`src/hw/rtl/tlvp_pkg.sv`:
```
`timescale 1ns / 1ps

package tlvp_pkg;

   // record type bytes
   localparam logic [7:0] TYPE_TOKEN     = 8'h01;
   localparam logic [7:0] TYPE_ROLE      = 8'h02;
   localparam logic [7:0] TYPE_NEIGHBORS = 8'h03;
   localparam logic [7:0] TYPE_PARAMS    = 8'h04;
   localparam logic [7:0] TYPE_EMU       = 8'h05;
   localparam logic [7:0] LEN_ESCAPE     = 8'hFF;

   localparam logic [15:0] TOKEN_BYTES = 16'd32;
   localparam logic [16:0] GROUP_BYTES = 17'd6;
   localparam logic [2:0]  GROUP_LAST  = 3'd5;

   // event codes
   localparam logic [1:0] EV_START   = 2'd0;
   localparam logic [1:0] EV_VALUE   = 2'd1;
   localparam logic [1:0] EV_DONE_OK = 2'd2;
   localparam logic [1:0] EV_DONE_ER = 2'd3;

   // field kinds
   localparam logic [2:0] KIND_ROLE      = 3'd0;
   localparam logic [2:0] KIND_TOKEN     = 3'd1;
   localparam logic [2:0] KIND_NEIGHBORS = 3'd2;
   localparam logic [2:0] KIND_PARAMS    = 3'd3;
   localparam logic [2:0] KIND_EMU       = 3'd4;
   localparam logic [2:0] KIND_UNKNOWN   = 3'd5;

   // front-to-back queue
   localparam int QUEUE_DEPTH = 4;
   localparam int QPTR_W      = $clog2(QUEUE_DEPTH);
   localparam int QCNT_W      = $clog2(QUEUE_DEPTH + 1);

   typedef enum logic [2:0] {
      PHASE_TYPE,
      PHASE_LEN8,
      PHASE_EXTLO,
      PHASE_EXTHI,
      PHASE_VALUE
   } phase_type;

   typedef struct packed {
      logic [1:0]  event_res;
      logic [2:0]  field_kind;
      logic [15:0] value_index;
      logic [7:0]  value_data;
      logic [15:0] record_length;
      logic        last_result;
   } result_type;

   // one accepted byte's worth of results: one or two
   typedef struct packed {
      logic       two;
      result_type r0;
      result_type r1;
   } work_type;

   function automatic logic [2:0] kind_of(input logic [7:0] t);
      logic [2:0] k;
      case (t)
         TYPE_ROLE:      k = KIND_ROLE;
         TYPE_TOKEN:     k = KIND_TOKEN;
         TYPE_NEIGHBORS: k = KIND_NEIGHBORS;
         TYPE_PARAMS:    k = KIND_PARAMS;
         TYPE_EMU:       k = KIND_EMU;
         default:        k = KIND_UNKNOWN;
      endcase
      return k;
   endfunction

   function automatic result_type finish_result(input logic err);
      result_type r;
      r = '0;
      r.event_res = err ? EV_DONE_ER : EV_DONE_OK;
      return r;
   endfunction

endpackage

```
`src/hw/rtl/topology_tlv_stream_parser.sv`:
```
`timescale 1ns / 1ps

// channel   | ports                                             | handshake
// ----------+---------------------------------------------------+------------------
// request   | req_data_byte, req_has_byte, req_last_byte        | req_push / req_full
// response  | rsp_event_res, rsp_field_kind, rsp_value_index,   | rsp_pop / rsp_empty
//           | rsp_value_data, rsp_record_length, rsp_last_result|
//
// One input item is taken per cycle while the front-to-back queue (4 entries) has room.
// The response side delivers one result item per cycle while the consumer pops; an item that yields two results
// (record start plus finish, or value byte plus finish) holds its queue entry until both results are loaded.
// A result is written into the queue at the accepting edge and then loaded into the output register
// once that register is empty or being popped.
// Synchronous active-high reset clears the parser phase, queue pointers and output valid.
// A stalled response side backs up into the queue; req_full rises once it holds 4 items.

module topology_tlv_stream_parser import tlvp_pkg::*; (
   input  logic        clock,
   input  logic        reset,
   input  logic        req_push,
   output logic        req_full,
   input  logic [7:0]  req_data_byte,
   input  logic        req_has_byte,
   input  logic        req_last_byte,
   output logic        rsp_empty,
   input  logic        rsp_pop,
   output logic [1:0]  rsp_event_res,
   output logic [2:0]  rsp_field_kind,
   output logic [15:0] rsp_value_index,
   output logic [7:0]  rsp_value_data,
   output logic [15:0] rsp_record_length,
   output logic        rsp_last_result
);

   logic       accept;
   logic       work_push;
   work_type   work;
   logic       q_full;
   logic       q_empty;
   logic       q_pop;
   work_type   q_head;
   result_type out_result;

   assign req_full = q_full;
   assign accept   = req_push && !q_full;

   // front: tracks record phase and classifies each byte
   tlvp_front u_front (
      .clock     (clock),
      .reset     (reset),
      .accept    (accept),
      .data_byte (req_data_byte),
      .has_byte  (req_has_byte),
      .last_byte (req_last_byte),
      .work_push (work_push),
      .work      (work)
   );

   // decouples parsing from a stalled consumer
   tlvp_queue u_queue (
      .clock     (clock),
      .reset     (reset),
      .push      (work_push),
      .push_work (work),
      .pop       (q_pop),
      .full      (q_full),
      .empty     (q_empty),
      .head      (q_head)
   );

   // back: serializes one or two results per entry into the output register
   tlvp_back u_back (
      .clock      (clock),
      .reset      (reset),
      .q_empty    (q_empty),
      .q_head     (q_head),
      .q_pop      (q_pop),
      .out_pop    (rsp_pop),
      .out_empty  (rsp_empty),
      .out_result (out_result)
   );

   assign rsp_event_res     = out_result.event_res;
   assign rsp_field_kind    = out_result.field_kind;
   assign rsp_value_index   = out_result.value_index;
   assign rsp_value_data    = out_result.value_data;
   assign rsp_record_length = out_result.record_length;
   assign rsp_last_result   = out_result.last_result;

endmodule

```
`src/hw/rtl/tlvp_front.sv`:
```
`timescale 1ns / 1ps

module tlvp_front import tlvp_pkg::*; (
   input  logic       clock,
   input  logic       reset,
   input  logic       accept,
   input  logic [7:0] data_byte,
   input  logic       has_byte,
   input  logic       last_byte,
   output logic       work_push,
   output work_type   work
);

   phase_type   phase_ff, phase_in;
   logic [7:0]  type_ff, type_in;
   logic [15:0] len_ff, len_in;
   logic [15:0] off_ff, off_in;
   logic [2:0]  grp_ff, grp_in;

   always_ff @(posedge clock) begin
      if (reset) begin
         phase_ff <= PHASE_TYPE;
         type_ff  <= '0;
         len_ff   <= '0;
         off_ff   <= '0;
         grp_ff   <= '0;
      end else begin
         phase_ff <= phase_in;
         type_ff  <= type_in;
         len_ff   <= len_in;
         off_ff   <= off_in;
         grp_ff   <= grp_in;
      end
   end

   always_comb begin
      logic        first_v;
      logic        fin_v;
      logic        fin_err;
      logic        used;
      logic [15:0] hdr_len;
      logic [15:0] next_off;
      result_type  first;

      first_v  = 1'b0;
      fin_v    = 1'b0;
      fin_err  = 1'b0;
      used     = 1'b0;
      hdr_len  = '0;
      next_off = off_ff + 16'd1;
      first    = '0;
      phase_in = phase_ff;
      type_in  = type_ff;
      len_in   = len_ff;
      off_in   = off_ff;
      grp_in   = grp_ff;

      if (accept) begin
         if (!has_byte) begin
            fin_v   = last_byte;
            fin_err = !(phase_ff == PHASE_TYPE || phase_ff == PHASE_LEN8);
         end else begin
            case (phase_ff)
               PHASE_TYPE: begin
                  if (last_byte) begin
                     fin_v = 1'b1;              // lone trailing byte
                  end else begin
                     type_in  = data_byte;
                     phase_in = PHASE_LEN8;
                  end
               end
               PHASE_LEN8: begin
                  if (data_byte == LEN_ESCAPE) begin
                     phase_in = PHASE_EXTLO;
                     fin_v    = last_byte;
                     fin_err  = 1'b1;
                  end else begin
                     first_v = 1'b1;
                     hdr_len = {8'h00, data_byte};
                  end
               end
               PHASE_EXTLO: begin
                  len_in   = {8'h00, data_byte};
                  phase_in = PHASE_EXTHI;
                  fin_v    = last_byte;
                  fin_err  = 1'b1;
               end
               PHASE_EXTHI: begin
                  first_v = 1'b1;
                  hdr_len = {data_byte, len_ff[7:0]};
               end
               PHASE_VALUE: begin
                  case (type_ff)
                     TYPE_ROLE:      used = (off_ff == '0);
                     TYPE_TOKEN:     used = (len_ff >= TOKEN_BYTES) && (off_ff < TOKEN_BYTES);
                     TYPE_NEIGHBORS: used = ({1'b0, off_ff - {13'd0, grp_ff}} + GROUP_BYTES)
                                            <= {1'b0, len_ff};
                     TYPE_PARAMS:    used = 1'b1;
                     TYPE_EMU:       used = (off_ff == '0);
                     default:        used = 1'b0;
                  endcase
                  first_v             = used;
                  first.event_res     = EV_VALUE;
                  first.field_kind    = kind_of(type_ff);
                  first.value_index   = off_ff;
                  first.value_data    = data_byte;
                  first.record_length = len_ff;
                  off_in = next_off;
                  grp_in = (grp_ff >= GROUP_LAST) ? 3'd0 : grp_ff + 3'd1;
                  fin_v  = last_byte;
                  if (next_off >= len_ff) begin
                     phase_in = PHASE_TYPE;
                  end else begin
                     fin_err = 1'b1;
                  end
               end
               default: begin
                  phase_in = PHASE_TYPE;
                  fin_v    = last_byte;
               end
            endcase

            // header complete: announce the record
            if (phase_ff == PHASE_LEN8 || phase_ff == PHASE_EXTHI) begin
               if (first_v) begin
                  first               = '0;
                  first.event_res     = EV_START;
                  first.field_kind    = kind_of(type_ff);
                  first.record_length = hdr_len;
                  len_in   = hdr_len;
                  off_in   = '0;
                  grp_in   = '0;
                  phase_in = (hdr_len == '0) ? PHASE_TYPE : PHASE_VALUE;
                  fin_v    = last_byte;
                  fin_err  = (hdr_len != '0);
               end
            end
         end
      end

      if (fin_v) begin
         phase_in = PHASE_TYPE;
         type_in  = '0;
         len_in   = '0;
         off_in   = '0;
         grp_in   = '0;
      end

      work_push = first_v || fin_v;
      work.two  = first_v && fin_v;
      work.r1   = finish_result(fin_err);
      work.r1.last_result = 1'b1;
      if (first_v) begin
         work.r0 = first;
         work.r0.last_result = !fin_v;
      end else begin
         work.r0 = finish_result(fin_err);
         work.r0.last_result = 1'b1;
      end
   end

endmodule

```
`src/hw/rtl/tlvp_queue.sv`:
```
`timescale 1ns / 1ps

module tlvp_queue import tlvp_pkg::*; (
   input  logic     clock,
   input  logic     reset,
   input  logic     push,
   input  work_type push_work,
   input  logic     pop,
   output logic     full,
   output logic     empty,
   output work_type head
);

   work_type            store_ff [QUEUE_DEPTH];
   logic [QPTR_W-1:0]   wr_ptr_ff, wr_ptr_in;
   logic [QPTR_W-1:0]   rd_ptr_ff, rd_ptr_in;
   logic [QCNT_W-1:0]   count_ff, count_in;

   assign full  = (count_ff == QCNT_W'(QUEUE_DEPTH));
   assign empty = (count_ff == '0);
   assign head  = store_ff[rd_ptr_ff];

   always_comb begin
      wr_ptr_in = push ? wr_ptr_ff + 1'b1 : wr_ptr_ff;
      rd_ptr_in = pop  ? rd_ptr_ff + 1'b1 : rd_ptr_ff;
      count_in  = count_ff + QCNT_W'(push) - QCNT_W'(pop);
   end

   always_ff @(posedge clock) begin
      if (reset) begin
         wr_ptr_ff <= '0;
         rd_ptr_ff <= '0;
         count_ff  <= '0;
      end else begin
         wr_ptr_ff <= wr_ptr_in;
         rd_ptr_ff <= rd_ptr_in;
         count_ff  <= count_in;
      end
   end

   always_ff @(posedge clock) begin
      if (push) begin
         store_ff[wr_ptr_ff] <= push_work;
      end
   end

   a_no_overflow: assert property (@(posedge clock) disable iff (reset)
      !(push && full && !pop)) else $error("queue overflow");

   a_no_underflow: assert property (@(posedge clock) disable iff (reset)
      !(pop && empty)) else $error("queue underflow");

   a_count_grows: assert property (@(posedge clock) disable iff (reset)
      push && !pop |=> count_ff == $past(count_ff) + 1'b1)
      else $error("queue count mismatch");

endmodule

```
`src/hw/rtl/tlvp_back.sv`:
```
`timescale 1ns / 1ps

module tlvp_back import tlvp_pkg::*; (
   input  logic       clock,
   input  logic       reset,
   input  logic       q_empty,
   input  work_type   q_head,
   output logic       q_pop,
   input  logic       out_pop,
   output logic       out_empty,
   output result_type out_result
);

   logic       valid_ff, valid_in;
   logic       second_ff, second_in;
   result_type out_ff, out_in;
   logic       load;

   assign load       = !q_empty && (!valid_ff || out_pop);
   assign q_pop      = load && (second_ff || !q_head.two);
   assign out_empty  = !valid_ff;
   assign out_result = out_ff;

   always_comb begin
      valid_in  = valid_ff;
      second_in = second_ff;
      out_in    = out_ff;
      if (load) begin
         valid_in  = 1'b1;
         out_in    = second_ff ? q_head.r1 : q_head.r0;
         second_in = !second_ff && q_head.two;
      end else if (out_pop) begin
         valid_in = 1'b0;
      end
   end

   always_ff @(posedge clock) begin
      if (reset) begin
         valid_ff  <= 1'b0;
         second_ff <= 1'b0;
      end else begin
         valid_ff  <= valid_in;
         second_ff <= second_in;
      end
   end

   always_ff @(posedge clock) begin
      out_ff <= out_in;
   end

   a_second_has_head: assert property (@(posedge clock) disable iff (reset)
      second_ff |-> !q_empty && q_head.two) else $error("second half without head");

endmodule

```
`config.mk`:
```
export PLATFORM = sky130hd
export DESIGN_NAME = topology_tlv_stream_parser
export DESIGN_NICKNAME = d
export VERILOG_FILES = /design/src/hw/rtl/tlvp_pkg.sv /design/src/hw/rtl/topology_tlv_stream_parser.sv /design/src/hw/rtl/tlvp_front.sv /design/src/hw/rtl/tlvp_queue.sv /design/src/hw/rtl/tlvp_back.sv
export SDC_FILE = /design/constraint.sdc
export NUM_CORES = 1
export LEC_CHECK = 0
export BUFFER_PORTS_ARGS = -buffer_cell sky130_fd_sc_hd__buf_4
export CAP_MARGIN = 10
export CORE_UTILIZATION = 45
export CTS_CLUSTER_DIAMETER = 100
export DETAILED_ROUTE_END_ITERATION = 8
export PLACE_DENSITY_LB_ADDON = 0.3
export SLEW_MARGIN = 20
export SYNTH_ARGS = -nofsm -noshare
export SYNTH_HDL_FRONTEND = slang
export SYNTH_SLANG_ARGS = --single-unit
```
`constraint.sdc`:
```
create_clock -name clock -period 9.6 [get_ports clock]
set_input_delay 0.96 -clock clock [delete_from_list [all_inputs] [get_ports clock]]
set_output_delay 0.96 -clock clock [all_outputs]
set_load 0.005 [all_outputs]
```
**Word-level counts from Yosys, hierarchy flattened**

Memories as Yosys holds them, arrays and structs flattened. A register that Yosys moved wholly into a read port is not among the register bits.
Index checks and enable logic that the tools add are counted.

- Equality and inequality tests: 11
- Muxes and demuxes: 57
- Bitwise operators: 1
- Order comparisons: 5
- Reduce and logical (&&, ||, !) cells: 28
- Add/sub/neg operators: 8

Operator list:

| cell | number |
|---|---|
| 2-to-1 mux 46 bit | 5 |
| 2-to-1 mux 16 bit | 8 |
| 2-to-1 mux 45 bit | 1 |
| 2-to-1 mux 44 bit | 1 |
| zero test 16 bit | 2 |
| case mux 16 bit (2 select lines) | 1 |
| 2-to-1 mux 3 bit | 10 |
| case mux 3 bit (5 select lines) | 2 |
| 2-to-1 mux 1 bit | 22 |
| adder 16 x 3 -> 17 bit (second input constant) | 1 |
| <= comparator 17 x 16 -> 1 bit | 1 |
| adder 16 x 1 -> 16 bit (second input constant) | 1 |
| equality test 8 x 2 -> 1 bit (second input constant) | 2 |
| equality test 8 x 3 -> 1 bit (second input constant) | 2 |
| greater-or-equal comparator 16 bit | 1 |
| greater-or-equal comparator 16 x 6 -> 1 bit (second input constant) | 1 |
| less-than comparator 16 x 6 -> 1 bit (second input constant) | 1 |
| nonzero test 16 bit | 1 |
| subtractor 16 x 3 -> 16 bit | 1 |
| case mux 1 bit (3 select lines) | 3 |
| equality test 8 x 1 -> 1 bit (second input constant) | 1 |
| equality test 8 bit (second input constant) | 1 |
| 2-to-1 mux 8 bit | 1 |
| zero test 1 bit | 7 |
| 18 further kinds | 33 |

- Output and inout port bits: 48
- Word-level logic and storage cells: 127
- Memory bits (writable): 192
- Bits of input ports: 14
- Memories: 1
- Register bits: 101

Memories:

| name | words | bits a word | read ports | clocked after memory_dff | wr ports | RTL line | source |
|---|---|---|---|---|---|---|---|
| u_queue.store_ff | 4 | 48 | 1 | 1 | 1 | tlvp_queue.sv:14 | `work_type store_ff [QUEUE_DEPTH];` |

**Logic depth before layout (Yosys ltp)**

- Depth in word-level cells: 14
- Mapped depth: 29
- Mapped depth without buffers: 28

**Cells and area by module**

Synthesis repeated with hierarchy kept, for this count alone.

- Cell total of the unflattened synthesis: 1336
- Area total of the unflattened synthesis: 21074.0 um^2

Modules (own cells, without submodules):

| module | sequential area each (um^2) | cells an instance | area an instance (um^2) | instances |
|---|---|---|---|---|
| tlvp_queue | 11350.9 | 527 | 13857.0 | 1 |
| tlvp_front | 920.9 | 699 | 5094.9 | 1 |
| tlvp_back | 1421.4 | 109 | 2108.3 | 1 |
| topology_tlv_stream_parser | 0.0 | 1 | 13.8 | 1 |

**Worst setup path after synthesis**

Ideal clock, no wire load.

- Path type: reg-to-reg
- From: register u_front.off_ff[0]
- To: memory u_queue.store_ff[0][0] (netlist bit), enable pin
- Setup time: 0.460 ns
- Arrival time: 6.041 ns
- Cell stages (with the launch flop): 24
- Data required time: 9.140 ns
- Clock period less this slack: 6.501 ns
- Slack: 3.099 ns
- Buffers on the path: 1
- Cell sequence: dfxtp_1 -> inv_1 -> ha_1 -> fa_1 -> nand2b_1 -> nand2_1 -> nand2_1 -> nand2_1 -> nor2_1 -> and3_1 -> a211oi_1 -> a21oi_1 -> xnor2_1 -> ha_1 -> a41oi_1 -> o21ai_0 -> a32oi_1 -> nand2_1 -> o221ai_1 -> o311ai_2 -> a21oi_2 -> buf_6 -> nor2_2 -> nor2b_1

- Word-level cells in the longest chain between the ends: 14
- Elaborated cells between the ends (all ways): 19
- Classes of those cells: add/sub: 2; order compare: 2; mux: 12; reduce/logical: 3

Ends and longest elaborated chain:

| item | RTL line | source |
|---|---|---|
| from (decl) | tlvp_front.sv:17 | `logic [15:0] off_ff, off_in;` |
| from (signal assigned) | tlvp_front.sv:31 | `off_ff <= off_in;` |
| subtractor 16 x 3 -> 16 bit | tlvp_front.sv:96 | `TYPE_NEIGHBORS: used = ({1'b0, off_ff - {13'd0, grp_ff}} + GROUP_BYTES)` |
| adder 16 x 3 -> 17 bit | tlvp_front.sv:96 |  |
| <= comparator 17 x 16 -> 1 bit | tlvp_front.sv:97 | `<= {1'b0, len_ff};` |
| case mux 1 bit (4 select lines) * | tlvp_front.sv:93 | `case (type_ff)` |
| case mux 1 bit (3 select lines) * | tlvp_front.sv:63 | `case (phase_ff)` |
| 2-to-1 mux 1 bit * | tlvp_front.sv:59 | `if (!has_byte) begin` |
| 2-to-1 mux 1 bit * | tlvp_front.sv:58 | `if (accept) begin` |
| 2-to-1 mux 1 bit | tlvp_front.sv:125 | `if (first_v) begin` |
| 2-to-1 mux 1 bit | tlvp_front.sv:124 | `if (phase_ff == PHASE_LEN8 \|\| phase_ff == PHASE_EXTHI) begin` |
| 2-to-1 mux 1 bit | tlvp_front.sv:59 |  |
| 2-to-1 mux 1 bit | tlvp_front.sv:58 |  |
| logical OR 1 bit * | tlvp_front.sv:149 | `work_push = first_v \|\| fin_v;` |
| 2-to-1 mux 1 bit * | tlvp_queue.sv:42 | `if (push) begin` |
| 2-to-1 mux 1 bit (implied by the code) * | tlvp_queue.sv:43 | `store_ff[wr_ptr_ff] <= push_work;` |
| to (decl) | tlvp_queue.sv:14 |  |

Mark *: on every way between the ends. The rest lies on a longest branch, timed or not. The select of a mux whose other input is x is not followed.

**Worst setup path after layout**

- From: register u_front.off_ff[0]
- To: memory u_queue.store_ff[0][36] (netlist bit), enable pin

The elaborated chain is that of the path after synthesis.

==> results_dict.tcl <==
set metrics [dict create \
    crit_type "register to register" \
    netlist-cell-type-count 60 \
    final_util_pct 52.0 \
    portBuffers 61 \
    cp-start-kind "register" \
    drt_wl_total_microns 29300 \
    synth_fa_ha_area_share_pct 4.64 \
    drc 0 \
    status "completed" \
    drtAntennaViolNets 0 \
    synth_top_area_share_pct 52.8 \
    power_leakage_nw 5.50 \
    ys_seq_area_share_pct 61.2 \
    whs_ps 464 \
    layout_setup_ws_ps 3440 \
    path_clk_slew_ps 60 \
    diodes 0 \
    syn_to_final_growth_pct 13.8 \
    nFillCells 2553 \
    period_minus_slack_ps 6160 \
    crit_path_cell_trace "inv_1 -> ha_1 -> fa_1 -> nand2b_1 -> nand2_1 -> nand2_1 -> nand2_1 -> nor2_1 -> and3_1 -> a211oi_1 -> a21oi_1 -> xnor2_1 -> ha_1 -> a41oi_1 -> o21ai_0 -> a32oi_1 -> nand2_1 -> o221ai_1 -> o311ai_2 -> a21oi_2 -> buf_4 -> nor2_2 -> nor2b_4 -> buf_4" \
    cp-end-kind "register" \
    grt_max_degree 49 \
    wl_per_cell_microns 19.7 \
    clockBufferDepth 3 \
    grt_antenna_before_repair 0 \
    max_cap_viol_count 0 \
    ys_top_cells_by_area "edfxtp_1 53%, dfxtp_1 8.4%, mux4_2 8.0%" \
    fin_nets 1137 \
    synth_top_family_by_area "simple AND/OR/NAND/NOR gates" \
    cts_max_level 1 \
    cts_post_setup_buffers_inserted 0 \
    finalSetupTns_ps 0 \
    rsz0062_at_grt "no" \
    cpLargestDelayFamily "compound AO/OA/AOI/OAI gates" \
    synth_enable_flop_cells 238 \
    std_cell_rows 63 \
    cts_tree "yes" \
    clkSinkCount 295 \
    fin_crit_sh_pct 64.2 \
    viasPerCell 5.57 \
    finalSetupViolCount 0 \
    fmax_mhz 162 \
    synth_flop_cell "edfxtp_1" \
    grt_pass1_vias 8252 \
    hold_viol 0 \
    power.total_w 0.00349 \
    synthMuxAreaShare_pct 8.94 \
    ys_ff_latch 295 \
    core_area_sq_um 29600 \
    cp_common_cell "nand2_1" \
    grt_usage_pct 19.5 \
    power.density_nw_per_um2 227 \
    synthArstFlopShare_pct 0 \
    dieWidth_microns 175 \
    worstPathArrival_ps 6340 \
    cts_resized 0 \
    syn_inst 1026 \
    relSlewSlack_pct 26.4 \
    yosysWarnings 0 \
    syn_avg_cell_area_sq_um 13.2 \
    synth_area_sq_um 13500 \
    first_pass_iters 5 \
    slew_viol_final 0 \
    die_h_microns 175 \
    synthTopCellsByCount "238 x edfxtp_1, 87 x nor2_1, 72 x and2_1" \
    cts_hold_buf 0 \
    drt_iter0_markers 641 \
    cp_slowest_cell "buf_4" \
    synth.largest_area_cell "edfxtp_1" \
    gp_congestion 0.904 \
    tightestPinTransition_ps 1100 \
    hpwl_microns 18800 \
    layout-drive-gt1-share_pct 17.7 \
    die_area_sq_um 30800 \
    start_util_pct 45.7 \
    finClkSkew_ps 14.6 \
    synth_fp_nets 1089 \
    synth_compound_area_share_pct 7.46 \
    clockRootBuffer "clkbuf_16" \
    synth-xor-area-share_pct 2.39 \
    synth.most_common_cell "edfxtp_1" \
    critical_path.max_fanout 48 \
    cp_data_required_time_ps 9780 \
    cp_num_buf_inv 3 \
    holdCritPathClass "register to register" \
    worstSkewPairLatency_ps 560 \
    yosys.area_share.simple_pct 12.7 \
    grt-ovfl-total 0 \
    place_ws_ps 3440 \
    slowest_delay_ps 610 \
    grt_pass1_wl_microns 46700 \
    io_pins 62 \
    peakVddDrop_v 0.000192 \
    vias 8288 \
    numCtsBuffers 30 \
]
[worst paths after layout]
| check | end | start | slack [ps] | cells past startpoint |
|---|---|---|---|---|
| setup reg to reg | u_queue.store_ff[0][36] | u_front.off_ff[0] | 3440 | 24 |
| setup / recovery | u_queue.store_ff[0][36] | u_front.off_ff[0] | 3440 | 24 |
| hold reg to reg | u_back.valid_ff | u_back.valid_ff | 460 | 2 |
| hold / removal | u_back.valid_ff | u_back.valid_ff | 460 | 2 |
[metrics by stage]
step,cells,cell area [sq um]
floorplan,1026,13500
global placement,1431,14400
detailed placement,1431,14400
CTS,1487,15400
global route,1488,15400
finish,1488,15400
[sequential cells by signal, summed over array words and instances, names as in the netlist, named ones only]
signal	flops
u_front.grp_ff	3
u_front.len_ff	16
u_queue.store_ff	192
u_front.phase_ff	3
u_queue.rd_ptr_ff	2
u_queue.count_ff	3
u_back.out_result	46
u_back.valid_ff	1
u_back.second_ff	1
u_front.off_ff	16
u_queue.wr_ptr_ff	2
u_front.type_ff	8
[final cells by class]
cell class                      count  area (sq um)  share of cell area, %
Timing Repair Buffer               73           568                   3.69
Tap cell                          390           488                   3.17
Inverter                           34           128                  0.828
Clock inverter                     20           189                   1.23
Clock buffer                       36           825                   5.35
Sequential cell                   295          8290                   53.8
Multi-Input combinational cell    640          4920                   31.9
[placed cells by master (no fill, tap or decap), types with 5 or more instances in the layout]
cell type | Yosys | final
a211oi_1 | 6 | 6
a21o_1 | 6 | 6
a21oi_1 | 43 | 43
a221oi_1 | 5 | 5
a22oi_1 | 25 | 25
a31oi_1 | 7 | 7
and2_1 | 72 | 72
and3_1 | 7 | 7
buf_4 | 0 | 72
clkbuf_16 | 0 | 31
clkinv_2 | 0 | 10
dfxtp_1 | 57 | 55
edfxtp_1 | 238 | 238
ha_1 | 47 | 47
inv_1 | 34 | 33
mux2i_1 | 13 | 13
mux4_2 | 48 | 48
nand2_1 | 61 | 61
nand2b_1 | 6 | 6
nand3_1 | 15 | 15
nand3b_1 | 8 | 8
nand4_1 | 10 | 10
nor2_1 | 87 | 87
nor2b_1 | 14 | 10
nor3_1 | 26 | 26
o21ai_0 | 39 | 39
or2_2 | 5 | 5
or3_1 | 9 | 9
xnor2_1 | 25 | 25
xor2_1 | 12 | 12
[per-layer routing]
layer / vias up / wire length, microns / share of wire [%] / track usage (%)
met2: 216 / 14400 / 49 / 33.3
li1: 3928 / - / - / -
met1: 4115 / 12900 / 44 / 26.4
met4: 0 / 353 / 1.2 / 4.46
met5: - / 0 / 0 / 0
met3: 29 / 1530 / 5.2 / 2.62
[power by group]
part / switching [W] / internal (W)
Sequential: 0.0000478 / 0.00158
Combinational: 0.000336 / 0.000349
Clock: 0.000489 / 0.000693
[kinds of logic after synthesis]
logic type | after synthesis
and+or+nand+nor | 334
DFF | 295
AOI/OAI and AO/OA | 159
buffers and inverters | 91
muxes | 61
adders and majority gates | 49
xor gates and xnor gates | 37
[tightest hold or removal path: cells and delay by family, from the launching register on]
kind	cells	cell delay, ps
DFF	1	310
and+or+nand+nor	1	60
AOI/OAI and AO/OA	1	50
Note: power is estimated with default switching activity, not from simulation.
